[src/rtl/byte_list_literal_parser_macros.svh]
// Assertion shorthands for the byte list literal parser.
// Both sample on clk and stay quiet while rst_n is low.
`ifndef BYTE_LIST_LITERAL_PARSER_MACROS_SVH
`define BYTE_LIST_LITERAL_PARSER_MACROS_SVH

// Consequent must hold in the same cycle as the antecedent.
`define BLP_ASSERT_SAME(lbl, ante, cons, msg) \
  lbl: assert property (@(posedge clk) disable iff (!rst_n) (ante) |-> (cons)) \
    else $error(msg);

// Consequent must hold in the cycle after the antecedent.
`define BLP_ASSERT_NEXT(lbl, ante, cons, msg) \
  lbl: assert property (@(posedge clk) disable iff (!rst_n) (ante) |=> (cons)) \
    else $error(msg);

`endif

[src/rtl/blp_pkg.sv]
package blp_pkg;

  typedef enum logic [3:0] {
    PH_ITEM  = 4'd0,
    PH_DEC   = 4'd1,
    PH_HEX   = 4'd2,
    PH_BIN   = 4'd3,
    PH_CQ1   = 4'd4,
    PH_CQ2   = 4'd5,
    PH_STR   = 4'd6,
    PH_AFTER = 4'd7,
    PH_STOP  = 4'd8
  } phase_t;

  localparam logic [6:0] CH_END     = 7'h00;
  localparam logic [6:0] CH_TAB     = 7'h09;
  localparam logic [6:0] CH_SPACE   = 7'h20;
  localparam logic [6:0] CH_DQUOTE  = 7'h22;
  localparam logic [6:0] CH_DOLLAR  = 7'h24;
  localparam logic [6:0] CH_PERCENT = 7'h25;
  localparam logic [6:0] CH_APOS    = 7'h27;
  localparam logic [6:0] CH_COMMA   = 7'h2C;
  localparam logic [6:0] CH_ZERO    = 7'h30;
  localparam logic [6:0] CH_ONE     = 7'h31;
  localparam logic [6:0] CH_NINE    = 7'h39;
  localparam logic [6:0] CH_UA      = 7'h41;
  localparam logic [6:0] CH_UF      = 7'h46;
  localparam logic [6:0] CH_LA      = 7'h61;
  localparam logic [6:0] CH_LF      = 7'h66;

  localparam logic [7:0] MAX_VALUES_RST = 8'd16;

  // One result record.
  typedef struct packed {
    logic [7:0] value;
    logic       is_total;
    logic [7:0] total_count;
  } rec_t;

  // Up to two records pushed in one cycle; v1 only together with v0.
  typedef struct packed {
    logic v0;
    logic v1;
    rec_t r0;
    rec_t r1;
  } push_t;

  function automatic logic is_blank(input logic [6:0] c);
    return (c == CH_SPACE) || (c == CH_TAB);
  endfunction

  function automatic logic is_dec(input logic [6:0] c);
    return (c >= CH_ZERO) && (c <= CH_NINE);
  endfunction

  // Returns {valid, nibble}.
  function automatic logic [4:0] hex_digit(input logic [6:0] c);
    logic [4:0] res;
    res = 5'd0;
    if (is_dec(c)) begin
      res = {1'b1, c[3:0]};
    end else if (((c >= CH_LA) && (c <= CH_LF)) || ((c >= CH_UA) && (c <= CH_UF))) begin
      res = {1'b1, c[3:0] + 4'd9};
    end
    return res;
  endfunction

endpackage

[src/rtl/blp_outq.sv]
module blp_outq #(
  parameter int DEPTH = 4
) (
  input  logic           clk,
  input  logic           rst_n,
  input  blp_pkg::push_t push,
  output logic           room2,
  output logic           pop_valid,
  input  logic           pop_ready,
  output blp_pkg::rec_t  pop_rec
);

  localparam int AW = (DEPTH > 1) ? $clog2(DEPTH) : 1;
  localparam int CW = $clog2(DEPTH + 1);

  blp_pkg::rec_t   mem_r [DEPTH];
  logic [AW-1:0]   wp_r, wp_nxt, rp_r, rp_nxt, wp1, wp2;
  logic [CW-1:0]   cnt_r, cnt_nxt;
  logic [1:0]      n_push;
  logic            pop;

  function automatic logic [AW-1:0] next_ptr(input logic [AW-1:0] p);
    return (p == AW'(DEPTH - 1)) ? '0 : p + 1'b1;
  endfunction

  assign wp1       = next_ptr(wp_r);
  assign wp2       = next_ptr(wp1);
  assign pop_valid = (cnt_r != '0);
  assign pop       = pop_valid && pop_ready;
  assign pop_rec   = mem_r[rp_r];
  // Leave room for a two-record push regardless of a pop this cycle.
  assign room2     = (cnt_r <= CW'(DEPTH - 2));
  assign n_push    = {1'b0, push.v0} + {1'b0, push.v1};

  always_comb begin
    cnt_nxt = cnt_r + CW'(n_push) - CW'(pop);
    rp_nxt  = pop ? next_ptr(rp_r) : rp_r;
    wp_nxt  = push.v1 ? wp2 : (push.v0 ? wp1 : wp_r);
  end

  always_ff @(posedge clk) begin
    if (!rst_n) begin
      wp_r  <= '0;
      rp_r  <= '0;
      cnt_r <= '0;
    end else begin
      wp_r  <= wp_nxt;
      rp_r  <= rp_nxt;
      cnt_r <= cnt_nxt;
    end
  end

  always_ff @(posedge clk) begin
    if (push.v0) begin
      mem_r[wp_r] <= push.r0;
    end
    if (push.v1) begin
      mem_r[wp1] <= push.r1;
    end
  end

endmodule

[src/rtl/byte_list_literal_parser.sv]
// Flow: an accepted character waits in the input stage until the queue can take two
// records; its records then enter the result queue, which drives out_tvalid.
// Throughput: one character per cycle while room2 holds; the end of text character may
// push a value plus a total, taking two output transfers.
// Reset: synchronous active-low rst_n clears parser state, queue and stage; max_values
// returns to 16.
`include "byte_list_literal_parser_macros.svh"

module byte_list_literal_parser #(
  parameter int QUEUE_DEPTH = 4
) (
  input  logic        clk,
  input  logic        rst_n,
  // Configuration: max_values
  input  logic        cfg_we,
  input  logic [7:0]  cfg_wdata,
  // Input stream
  input  logic        in_tvalid,
  output logic        in_tready,
  input  logic [7:0]  in_tdata,   // [6:0] ch, [7] zero pad
  // Result stream
  output logic        out_tvalid,
  input  logic        out_tready,
  output logic [15:0] out_tdata,  // [7:0] value, [15:8] total_count
  output logic        out_tuser   // [0] is_total
);

  // Configuration register
  logic [7:0] max_values_r;

  // Input stage: holds one character until the queue can take its records
  logic       s_valid_r, s_valid_nxt;
  logic [6:0] s_ch_r;

  // Parser state
  blp_pkg::phase_t phase_r, phase_nxt;
  logic [15:0]     acc_r, acc_nxt;
  logic [7:0]      cnt_r, cnt_nxt;
  logic [6:0]      qc_r, qc_nxt;

  logic            room2;
  logic            fire;
  logic            in_take;
  blp_pkg::push_t  push;
  blp_pkg::rec_t   head;
  logic            val_emit;

  // Helper decodes of the staged character
  logic            under_max;
  logic            num_phase;
  logic            lit_cont;
  logic [4:0]      hexd;
  logic [6:0]      c;

  assign c         = s_ch_r;
  assign fire      = s_valid_r && room2;
  assign in_tready = !s_valid_r || room2;
  assign in_take   = in_tvalid && in_tready;
  assign hexd      = blp_pkg::hex_digit(c);
  assign under_max = (cnt_r < max_values_r);
  assign num_phase = (phase_r == blp_pkg::PH_DEC) || (phase_r == blp_pkg::PH_HEX) ||
                     (phase_r == blp_pkg::PH_BIN);
  // Does this character extend the pending number literal?
  assign lit_cont  = ((phase_r == blp_pkg::PH_DEC) && blp_pkg::is_dec(c)) ||
                     ((phase_r == blp_pkg::PH_HEX) && hexd[4]) ||
                     ((phase_r == blp_pkg::PH_BIN) &&
                      ((c == blp_pkg::CH_ZERO) || (c == blp_pkg::CH_ONE)));

  // What may follow a finished item: blanks, then a comma, else stop until end of text.
  function automatic blp_pkg::phase_t after_item(input logic [6:0] ch);
    blp_pkg::phase_t ph;
    if (blp_pkg::is_blank(ch)) begin
      ph = blp_pkg::PH_AFTER;
    end else if (ch == blp_pkg::CH_COMMA) begin
      ph = blp_pkg::PH_ITEM;
    end else begin
      ph = blp_pkg::PH_STOP;
    end
    return ph;
  endfunction

  // Output decode: records produced by the staged character
  always_comb begin
    push     = '0;
    val_emit = 1'b0;
    if (fire) begin
      if (c == blp_pkg::CH_END) begin
        // Flush a pending number first, then the total record
        if (num_phase && under_max && !acc_r[15]) begin
          push.v0          = 1'b1;
          push.r0.value    = acc_r[7:0];
          val_emit         = 1'b1;
          push.v1          = 1'b1;
          push.r1.is_total = 1'b1;
          push.r1.total_count = cnt_r + 8'd1;
        end else begin
          push.v0          = 1'b1;
          push.r0.is_total = 1'b1;
          push.r0.total_count = cnt_r;
        end
      end else if ((phase_r != blp_pkg::PH_STOP) && under_max) begin
        unique case (phase_r)
          blp_pkg::PH_DEC, blp_pkg::PH_HEX, blp_pkg::PH_BIN: begin
            // Terminating character: emit the literal unless bit 15 kills it
            if (!lit_cont && !acc_r[15]) begin
              push.v0       = 1'b1;
              push.r0.value = acc_r[7:0];
              val_emit      = 1'b1;
            end
          end
          blp_pkg::PH_CQ2: begin
            if (c == blp_pkg::CH_APOS) begin
              push.v0       = 1'b1;
              push.r0.value = {1'b0, qc_r};
              val_emit      = 1'b1;
            end
          end
          blp_pkg::PH_STR: begin
            if (c != blp_pkg::CH_DQUOTE) begin
              push.v0       = 1'b1;
              push.r0.value = {1'b0, c};
              val_emit      = 1'b1;
            end
          end
          default: begin
          end
        endcase
      end
    end
  end

  // Next-state decode
  always_comb begin
    phase_nxt = phase_r;
    acc_nxt   = acc_r;
    cnt_nxt   = cnt_r + {7'd0, val_emit};
    qc_nxt    = qc_r;
    if (fire) begin
      if (c == blp_pkg::CH_END) begin
        // Re-arm for the next text
        phase_nxt = blp_pkg::PH_ITEM;
        acc_nxt   = 16'd0;
        cnt_nxt   = 8'd0;
        qc_nxt    = 7'd0;
      end else if (phase_r == blp_pkg::PH_STOP) begin
        // Hold: drop everything up to end of text
      end else if (!under_max) begin
        phase_nxt = blp_pkg::PH_STOP;
      end else begin
        unique case (phase_r)
          blp_pkg::PH_ITEM: begin
            if (!blp_pkg::is_blank(c)) begin
              acc_nxt = 16'd0;
              if (c == blp_pkg::CH_DQUOTE) begin
                phase_nxt = blp_pkg::PH_STR;
              end else if (c == blp_pkg::CH_APOS) begin
                phase_nxt = blp_pkg::PH_CQ1;
              end else if (c == blp_pkg::CH_DOLLAR) begin
                phase_nxt = blp_pkg::PH_HEX;
              end else if (c == blp_pkg::CH_PERCENT) begin
                phase_nxt = blp_pkg::PH_BIN;
              end else if (blp_pkg::is_dec(c)) begin
                acc_nxt   = {12'd0, c[3:0]};
                phase_nxt = blp_pkg::PH_DEC;
              end else begin
                phase_nxt = blp_pkg::PH_STOP;
              end
            end
          end
          blp_pkg::PH_DEC, blp_pkg::PH_HEX, blp_pkg::PH_BIN: begin
            if (lit_cont) begin
              if (phase_r == blp_pkg::PH_DEC) begin
                // acc * 10 + digit, wrapping at 16 bits
                acc_nxt = {acc_r[12:0], 3'b000} + {acc_r[14:0], 1'b0} + {12'd0, c[3:0]};
              end else if (phase_r == blp_pkg::PH_HEX) begin
                acc_nxt = {acc_r[11:0], hexd[3:0]};
              end else begin
                acc_nxt = {acc_r[14:0], c[0]};
              end
            end else if (acc_r[15]) begin
              phase_nxt = blp_pkg::PH_STOP;
            end else begin
              phase_nxt = after_item(c);
            end
          end
          blp_pkg::PH_CQ1: begin
            qc_nxt    = c;
            phase_nxt = blp_pkg::PH_CQ2;
          end
          blp_pkg::PH_CQ2: begin
            phase_nxt = (c == blp_pkg::CH_APOS) ? blp_pkg::PH_AFTER : blp_pkg::PH_STOP;
          end
          blp_pkg::PH_STR: begin
            if (c == blp_pkg::CH_DQUOTE) begin
              phase_nxt = blp_pkg::PH_AFTER;
            end
          end
          blp_pkg::PH_AFTER: begin
            if (!blp_pkg::is_blank(c)) begin
              phase_nxt = (c == blp_pkg::CH_COMMA) ? blp_pkg::PH_ITEM : blp_pkg::PH_STOP;
            end
          end
          default: begin
            phase_nxt = blp_pkg::PH_STOP;
          end
        endcase
      end
    end
  end

  // Advance the stage: load on an input transfer, empty once parsed
  always_comb begin
    if (in_take) begin
      s_valid_nxt = 1'b1;
    end else if (fire) begin
      s_valid_nxt = 1'b0;
    end else begin
      s_valid_nxt = s_valid_r;
    end
  end

  always_ff @(posedge clk) begin
    if (!rst_n) begin
      max_values_r <= blp_pkg::MAX_VALUES_RST;
      s_valid_r    <= 1'b0;
      phase_r      <= blp_pkg::PH_ITEM;
      acc_r        <= 16'd0;
      cnt_r        <= 8'd0;
      qc_r         <= 7'd0;
    end else begin
      if (cfg_we) begin
        max_values_r <= cfg_wdata;
      end
      s_valid_r <= s_valid_nxt;
      phase_r   <= phase_nxt;
      acc_r     <= acc_nxt;
      cnt_r     <= cnt_nxt;
      qc_r      <= qc_nxt;
    end
  end

  // Character payload needs no reset
  always_ff @(posedge clk) begin
    if (in_take) begin
      s_ch_r <= in_tdata[6:0];
    end
  end

  // Result queue parts the parser from the output handshake
  blp_outq #(
    .DEPTH (QUEUE_DEPTH)
  ) u_outq (
    .clk       (clk),
    .rst_n     (rst_n),
    .push      (push),
    .room2     (room2),
    .pop_valid (out_tvalid),
    .pop_ready (out_tready),
    .pop_rec   (head)
  );

  assign out_tdata = {head.total_count, head.value};
  assign out_tuser = head.is_total;

  // End of text must re-arm the parser
  `BLP_ASSERT_NEXT(a_end_rearms, fire && (s_ch_r == blp_pkg::CH_END), (phase_r == blp_pkg::PH_ITEM) && (cnt_r == 8'd0) && (acc_r == 16'd0), "parser not re-armed after end of text")
  // Stopped parser stays silent and stopped until end of text
  `BLP_ASSERT_SAME(a_stop_silent, fire && (s_ch_r != blp_pkg::CH_END) && (phase_r == blp_pkg::PH_STOP), !push.v0 && (phase_nxt == blp_pkg::PH_STOP), "stopped parser produced a record")
  // A second record only ever follows a flushed value at end of text
  `BLP_ASSERT_SAME(a_pair_is_total, push.v1, push.v0 && !push.r0.is_total && push.r1.is_total && (s_ch_r == blp_pkg::CH_END), "malformed record pair")

endmodule
[config.mk]
export PLATFORM = sky130hd
export DESIGN_NAME = byte_list_literal_parser
export DESIGN_NICKNAME = d
export VERILOG_FILES = /design/src/rtl/blp_pkg.sv /design/src/rtl/blp_outq.sv /design/src/rtl/byte_list_literal_parser.sv
export VERILOG_INCLUDE_DIRS = /design/src /design/src/rtl
export SDC_FILE = /design/constraint.sdc
export NUM_CORES = 1
export LEC_CHECK = 0
export BUFFER_PORTS_ARGS = -buffer_cell sky130_fd_sc_hd__buf_2
export CAP_MARGIN = 40
export CORE_UTILIZATION = 57
export DETAILED_ROUTE_END_ITERATION = 12
export PLACE_DENSITY = 0.75
export SYNTH_ARGS = -nofsm -noshare
export SYNTH_HDL_FRONTEND = slang
export SYNTH_HIERARCHICAL = 1
export SYNTH_SLANG_ARGS = --single-unit
[constraint.sdc]
create_clock -name clk -period 9 [get_ports clk]
set_clock_uncertainty 0.1 [all_clocks]
set_input_delay 1.8 -clock clk [delete_from_list [all_inputs] [get_ports clk]]
set_output_delay 1.8 -clock clk [all_outputs]
set_load 0.005 [all_outputs]
==> results, run 1 <==
- The flow ran to the end, and the final reports show no timing, DRC or antenna violations.
- The floorplan has 43 rows.
- The switching power of the nets is 0.425 mW.
- The full die area is 15000 µm².
- The number of antenna diodes in the final layout is 0.
- The clock-pin slew reported for the worst setup and hold paths after clock tree synthesis is roughly 0.06 ns.
- Of all cell types, the one taking the most synthesized area is edfxtp_1.
- The type of element capturing the critical path is a register.
- The critical path ends at u_outq/cnt_r[2]$_SDFF_PN0_.
- The arrival time of the worst setup path is about 5.3 ns.
- The number of inserted filler cells in the final layout is about 1100.
- The top fanout value on the critical path is 15.
- After floorplanning, the core was sized to cover around 14000 µm².
- The overall fraction of global-route tracks in use is 0.263.
- The clock period minus final worst setup slack is ~5.1 ns.
- The worst-case reg-to-reg path depth is 12.
- The share of layout cells above drive strength 1 is 0.202.
- The wire length per cell after detailed routing is 18.6 µm.
- The kind of launch point of the worst setup path is a register.
- The number of endpoints failing setup at the final stage is 0.
- Entering global routing, the biggest net connects 30 pins.
- The class of the most critical hold timing path is register to register.
- For this run, the leading register cell type out of synthesis is edfxtp_1.
- The floorplan step set the die height to 123 µm.
- The H-tree depth reported by CTS is 4.
- After synthesis the cells add up to 8280 µm².
- The number of cells produced by synthesis is between 700 and 800.
- After global routing the overflow that remains totals 0.
- The number of global-route vias before repair is 5961.
- Buffers placed on the I/O ports in this run total 38.
- CTS saw between 100 and 150 sinks.
- The area growth from synthesis to layout is 12.4%.
- TritonCTS built the clock tree.
- Summed over all nets, the half-perimeter wirelength after detailed placement is 13200 µm.
- The post-layout instance count excluding filler cells is about 1000.
- The number of placed instances, taps included is approximately 1000.
- Timing would allow up to 0.196 GHz.
- After the first detailed-routing iteration, the DRC count stood at between 400 and 500.
- The number of enable flip-flop cells after synthesis is 75.
- The number of flip-flops and latches in the synthesized netlist is 128.
- Averaged over all synthesized cells, the footprint is 10.7 µm².
- The clock group share of total power is 0.439.
- The slew at the pin closest to its max-slew limit is 0.923 ns.
- The total power draw is 1.65 mW.
- The setup check on the worst reg-to-reg path leaves a slack of 3.90 ns.
- The count of endpoints failing hold in the final timing report is 0.
- In the final timing run, aggregate negative setup slack is 0 ns.
- No sink is reached through more buffers than the 2 on the longest clock path.
- The global placement routability congestion is 0.845.
- Setup repair after global routing left no endpoint under its margin.
- In the synthesized netlist the async set-or-reset flop fraction comes to 0.
- Across the run, the number of max-cap violations was 0.
- Sorting the synthesized cells by area gives the leading types as edfxtp_1 27%, dfxtp_1 13%, ha_1 7.3%.
- Internal power comes to 1.22 mW.
- For the worst-skew pair, the clock arrives at the later sink with an insertion delay of 0.41 ns.
- In this run, post-CTS hold repair placed 0 buffers.
- The initial antenna violation count came to 0.
- The horizontal extent of the die is 123 µm.
- The worst max-slew margin expressed relative to the limit is 0.382.
- The first global-routing pass estimated 30000 µm of wire.
- For the worst setup path, the data required time is 9.20 ns.
- The clock tree root buffer cell is clkbuf_16.
- After synthesis, the netlist uses 70 different library cells.
- In this run the worst setup path begins at c[3]$_DFFE_PP_.
- The setup slack after placement is 3.97 ns.
- The capture instance of the worst register-to-register path is u_outq/cnt_r[2]$_SDFF_PN0_.
- In the layout the commonest cells are 76 x nand2_1, 75 x edfxtp_1, 65 x nor2_1.
- The share of power burned in registers is 0.410.
- The class of the most critical setup path is register to register.
- The reported leakage power is 3.82 nW.
- The number of routed nets with antenna violations is 0.
- The period utilization is 0.567.
- Across all layers, the routed design uses 6182 vias.
- For this configuration, the core starts out at a cell density of 0.590.
- Of the total power, the share spent switching nets is 0.258.
- Of the total power, combinational logic draws 0.151.
- The power per unit of standard cell area is 177 nW/µm².
- The number of iterations in the first detailed-routing pass is 5.
- The I/O pin count is 40.
- The routed via count divided by cell count is 6.05.
- The number of gates given a new drive strength after cts is 0.
- Leaving out fill and tap cells, the most frequent cell in the layout is nand2_1.
- The number of nets in the layout is ~900.
- The post-CTS setup-driven buffer insertion count is 0.
- The top cell type's share of synthesized area is 0.272.
- The overall routed net length is ~19000 µm.
- The worst-case IR drop observed on VDD is 0.140 mV.
- After detailed routing, the number of remaining DRC violations is 0.
- The number of pins with negative max-slew slack in the final report is 0.
- During synthesis, Yosys emitted a total of 6 warnings.
- The launch point of the worst reg-to-reg path is c[3]$_DFFE_PP_.
- The total CTS buffers is 17.
- The share of the yosys chip area belonging to registers is 0.400.
- The post-layout worst setup margin is 3.90 ns.
==> through the flow <==
step / util / cell area [µm²] / hold WS (ns)
2_1_floorplan: - / 8400 / 0.336
3_3_place_gp: 0.612 / 8600 / 0.345
3_5_place_dp: 0.619 / 8690 / 0.354
4_1_cts: 0.663 / 9310 / 0.361
5_1_grt: 0.663 / 9310 / 0.385
6_report: 0.663 / 9310 / 0.363
==> logic make-up after synthesis <==
group,Yosys count,share of synthesized area
buffers and inverters,68,0.0418
AOI/OAI and AO/OA,139,0.114
adders and majority gates,52,0.0822
other,1,0.000453
DFF,128,0.400
muxes,106,0.184
and+or+nand+nor,255,0.154
xor gates and xnor gates,22,0.0233
==> worst min-delay path by stage <==
| stage | startpoint | endpoint | slack (ns) | cells after the start |
|---|---|---|---|---|
| 2_1_floorplan | qc_r[2]$_SDFFE_PN0P_ | qc_r[2]$_SDFFE_PN0P_ | 0.34 | 2 |
| 3_3_place_gp | qc_r[5]$_SDFFE_PN0P_ | qc_r[5]$_SDFFE_PN0P_ | 0.35 | 2 |
| 6_report | qc_r[5]$_SDFFE_PN0P_ | qc_r[5]$_SDFFE_PN0P_ | 0.36 | 2 |
| 3_5_place_dp | qc_r[5]$_SDFFE_PN0P_ | qc_r[5]$_SDFFE_PN0P_ | 0.35 | 2 |
| 5_1_grt | qc_r[5]$_SDFFE_PN0P_ | qc_r[5]$_SDFFE_PN0P_ | 0.38 | 2 |
| 4_1_cts | qc_r[5]$_SDFFE_PN0P_ | qc_r[5]$_SDFFE_PN0P_ | 0.36 | 2 |
==> layout make-up <==
class | count | area (µm²) | area share
Timing Repair Buffer | 45 | 293 | 0.0315
Tap cell | 180 | 225 | 0.0242
Sequential cell | 128 | 3310 | 0.356
Multi-Input combinational cell | 606 | 4740 | 0.509
Clock buffer | 19 | 433 | 0.0465
Clock inverter | 13 | 186 | 0.0200
Inverter | 31 | 116 | 0.0125
==> cells in the mapped netlist (6+ instances only) <==
| cell type | number |
|---|---|
| nand2_1 | 76 |
| nand3_1 | 28 |
| mux4_1 | 7 |
| and2_1 | 14 |
| o2111ai_1 | 6 |
| nand2b_1 | 11 |
| buf_6 | 9 |
| edfxtp_1 | 75 |
| mux4_2 | 10 |
| ha_1 | 48 |
| inv_1 | 31 |
| clkbuf_1 | 19 |
| a21oi_1 | 35 |
| a31oi_1 | 6 |
| nor2b_1 | 8 |
| nor2_1 | 65 |
| mux2_4 | 36 |
| mux2_2 | 33 |
| nor3_1 | 14 |
| and3_1 | 6 |
| mux2i_1 | 20 |
| xnor2_1 | 15 |
| o21ai_0 | 31 |
| xor2_1 | 7 |
| a22o_1 | 14 |
| dfxtp_1 | 53 |
==> power groups by stage <==
stage	logic, mW	registers, mW	clock network, mW
floorplan	0.207	0.660	0
global placement	0.226	0.695	0
detailed placement	0.248	0.687	0
CTS	0.250	0.676	0.731
global route	0.277	0.680	0.756
finish	0.249	0.676	0.723
==> worst max-delay path, cell delays in order, from the launching register on <==
cell      delay [ns]
edfxtp_1        0.64
nor4_1          0.66
and3_1          0.45
nand3_1         0.42
nand2b_1        0.45
inv_1           0.75
inv_1           0.11
ha_1            0.31
inv_1           0.04
fa_1            0.38
fa_1            0.39
xnor2_1         0.13
and2_1          0.15
==> layer usage <==
layer,vias to the layer above,GRT usage,part of all wire
li1,2941,-,-
met5,-,0,0
met3,22,0.0516,0.050
met4,0,0.0930,0.014
met2,201,0.471,0.53
met1,3018,0.312,0.41
==> registers in the layout, indices dropped and copies added (netlist names), named ones only <==
| register | cells |
|---|---|
| u_outq/cnt_r | 3 |
| max_values_r | 8 |
| s_valid_r | 1 |
| cnt_r | 8 |
| u_outq/wp_r | 2 |
| u_outq/mem_r | 68 |
| qc_r | 7 |
| u_outq/rp_r | 2 |
| acc_r | 16 |
| phase_r | 4 |
| c | 7 |
Note: power is estimated with default switching activity, not from simulation.
==> inputs of run 2 (changes only) <==
Settings changed: CORE_UTILIZATION 57 to 56, PLACE_DENSITY 0.75 to 0.77.
Clock period 9 ns to 4.4 ns, I/O delays scaled along.
==> run 2 against run 1 <==
- global-route usage is 0.65 points lower
- wire length fell by 0.46%
- via count increased by 1.2%
- utilization down 1.4 points
- critical path depth increased by 1
- power rose by 110%
- die area rose by 1.8%
- non-clock buffer count increased by 12
- critical path type unchanged
- critical endpoint is now cnt_r[6]$_SDFF_PN0_
- highest routed layer unchanged
==> results, run 2 (same netlist as run 1, synthesis figures left out) <==
- The startpoint of the lowest-slack hold path is qc_r[3]$_SDFFE_PN0P_.
- The class of the most critical hold timing path is register to register.
- The setup slack after placement is approximately 0.42 ns.
- The initial utilization of the core area, before any placement, comes to 0.572.
- The via total after detailed routing is roughly 6300.
- From bottom edge to top edge, the die measures 124 µm.
- From synthesis to final layout, the design area changed by 13.3%.
- The global placement routability congestion is 0.915.
- Once routing completed, OpenROAD measured the worst setup slack at between 0.3 and 0.4 ns.
- The arrival time of the worst setup path is between 4 and 5 ns.
- Leaving out fill and tap cells, the most frequent cell in the layout is nand2_1.
- The I/O pin count is 40.
- The number of routed nets with antenna violations is 0.
- The critical path is of the register to register type.
- The largest registers in the layout are u_outq/mem_r x68, acc_r x16.
- The number of global-route vias before repair was 6222.
- The first-pass GRT wire length is 30000 µm.
- The peak ir drop on the vdd network is 0.322 mV.
- The number of iterations in the first detailed-routing pass is 6.
- The H-tree depth reported by CTS is 4.
- In the final design database the tool counted between 900 and 1000 nets.
- After routing the design area is 9390 µm².
- The antenna cell count is 0.
- The floorplan core area is roughly 14000 µm².
- In the layout the commonest cells are 76 x nand2_1, 75 x edfxtp_1, 65 x nor2_1.
- The overall fraction of global-route tracks in use is 0.257.
- The reported leakage power is 3.88 nW.
- The count of endpoints failing hold in the final timing report came to 0.
- Tracing the worst setup path back leads to its startpoint at cnt_r[5]$_SDFF_PN0_.
- Static timing analysis puts the maximum clock frequency at about 0.24 GHz.
- The clock tree root buffer cell is clkbuf_16.
- The post-detailed-placement cell area is 8720 µm².
- Wires add up to between 15000 and 20000 µm.
- In this run the worst path has a maximum fanout of 6.
- In this run, CTS created clock tree buffers numbering 17.
- Setup repair after global routing left no endpoint under its margin.
- Dividing total power by cell area gives a power density of 369 nW/µm².
- The wire length per cell after detailed routing is about 18 µm.
- The maximum number of pins on one net before global-route repair is 30.
- The clock passes through at most 2 buffers.
- The clock latency reported for the late side of the worst-skew pair is about 0.4 ns.
- The initial antenna violation count is 0.
- The sink count of the clock tree is 128.
- Of the cells placed in the final design, the portion with a size suffix greater than 1 is 0.210.
- The floorplan has 44 rows.
- The type of element capturing the critical path is a register.
- Detailed placement finished with a half-perimeter wire length of around 13000 µm.
- Across the run, the number of max-cap violations was 0.
- The post-CTS setup-driven buffer insertion count is 0.
- The clock-pin slew reported for the worst setup and hold paths after clock tree synthesis is ~0.05 ns.
- The number of inserted filler cells in the final layout is 1087.
- The clock period minus final worst setup slack is 4.09 ns.
- STA classifies the critical path startpoint as a register.
- Using the TritonRoute via totals, the vias-per-cell ratio works out to 6.03.
- The period utilization is 0.930.
- The flow ran to the end, and the final reports show no timing, DRC or antenna violations.
- The slew at the pin closest to its max-slew limit is roughly 0.9 ns.
- In the routed design, unresolved DRC markers number 0.
- For this block, the initial DRC count from the detailed router was 554.
- The number of pins with negative max-slew slack in the final report is 0.
- The most flop-heavy register is u_outq/mem_r.
- The global route total overflow is 0.
- The horizontal extent of the die is 124 µm.
- The final-layout setup total negative slack is 0 ns.
- Total power for the finished layout comes to between 3 and 4 mW.
- The die covers 15300 µm².
- The CTS tree is yes.
- Setup violations remaining at the end of the flow were counted as 0.
- The worst pin sits at a relative slew slack of 0.409.
- During placement, the flow inserted port buffers numbering 38.
- The required time at the worst-slack endpoint is between 4 and 5 ns.
- The launch point of the worst reg-to-reg path is cnt_r[5]$_SDFF_PN0_.
- The register with the most flip-flops in the layout has 68 of them.
[run 2: cell types whose count changed in the layout (fill, tap and decap cells not counted)]
| cell | previous run | this run |
|---|---|---|
| nor3_2 | 1 | 2 |
| buf_8 | 4 | 0 |
| clkinv_1 | 0 | 3 |
| buf_4 | 2 | 19 |
| clkinv_2 | 3 | 1 |
| nor3_1 | 14 | 13 |
| clkinv_4 | 4 | 0 |
| bufinv_16 | 4 | 6 |
| clkbuf_1 | 2 | 3 |
| buf_16 | 1 | 0 |
[run 2: what timing repair did]
action                     4_1_cts  5_1_grt
gates resized for setup          0        1
setup endpoints to repair        0        1
hold buffers                     0        0
[run 2: report_power, final]
part | switching (mW) | total (mW) | leakage, nW | internal, mW
Combinational | 0.284 | 0.543 | 2.45 | 0.259
Clock | 0.502 | 1.56 | 0.311 | 1.06
Sequential | 0.0596 | 1.36 | 1.11 | 1.30
[run 2: through the flow]
| stage | instances | util | hold slack [ns] |
|---|---|---|---|
| 2_1_floorplan | 802 | - | 0.336 |
| 3_3_place_gp | 1005 | 0.602 | 0.347 |
| 3_5_place_dp | 1005 | 0.602 | 0.354 |
| 4_1_cts | 1037 | 0.647 | 0.373 |
| 5_1_grt | 1038 | 0.648 | 0.392 |
| 6_report | 1038 | 0.648 | 0.371 |
[run 2: area by class of cell]
| class | instances | area [µm²] | area share |
|---|---|---|---|
| Inverter | 31 | 116 | 0.0124 |
| Clock buffer | 20 | 437 | 0.0465 |
| Sequential cell | 128 | 3310 | 0.353 |
| Tap cell | 184 | 230 | 0.0245 |
| Multi-Input combinational cell | 606 | 4740 | 0.505 |
| Timing Repair Buffer | 57 | 333 | 0.0355 |
| Clock inverter | 12 | 213 | 0.0227 |
[run 2: worst max-delay path: stages, from the launching register on]
cell	delay, ns
dfxtp_1	0.45
ha_1	0.30
a2111oi_0	0.51
a32oi_1	0.36
or2_2	0.45
or4_1	0.53
o21ai_1	0.23
o21a_1	0.18
ha_1	0.17
ha_1	0.19
and3_1	0.21
nand3_1	0.10
xor2_1	0.14
nor2_1	0.05
[run 2: final timing paths]
kind / to / slack [ns] / cells past startpoint
worst max-delay path: cnt_r[6]$_SDFF_PN0_ / 0.31 / 13
worst min-delay path: qc_r[3]$_SDFFE_PN0P_ / 0.37 / 2
worst max register to register: cnt_r[6]$_SDFF_PN0_ / 0.31 / 13
worst min register to register: qc_r[3]$_SDFFE_PN0P_ / 0.37 / 2
[run 2: per-layer routing]
layer  track usage  vias to the layer above  part of all wire
met1         0.297                     3022              0.39
li1              -                     2970                 -
met4         0.103                        0             0.019
met3        0.0453                       34             0.051
met5             0                        -                 0
met2         0.467                      231              0.54
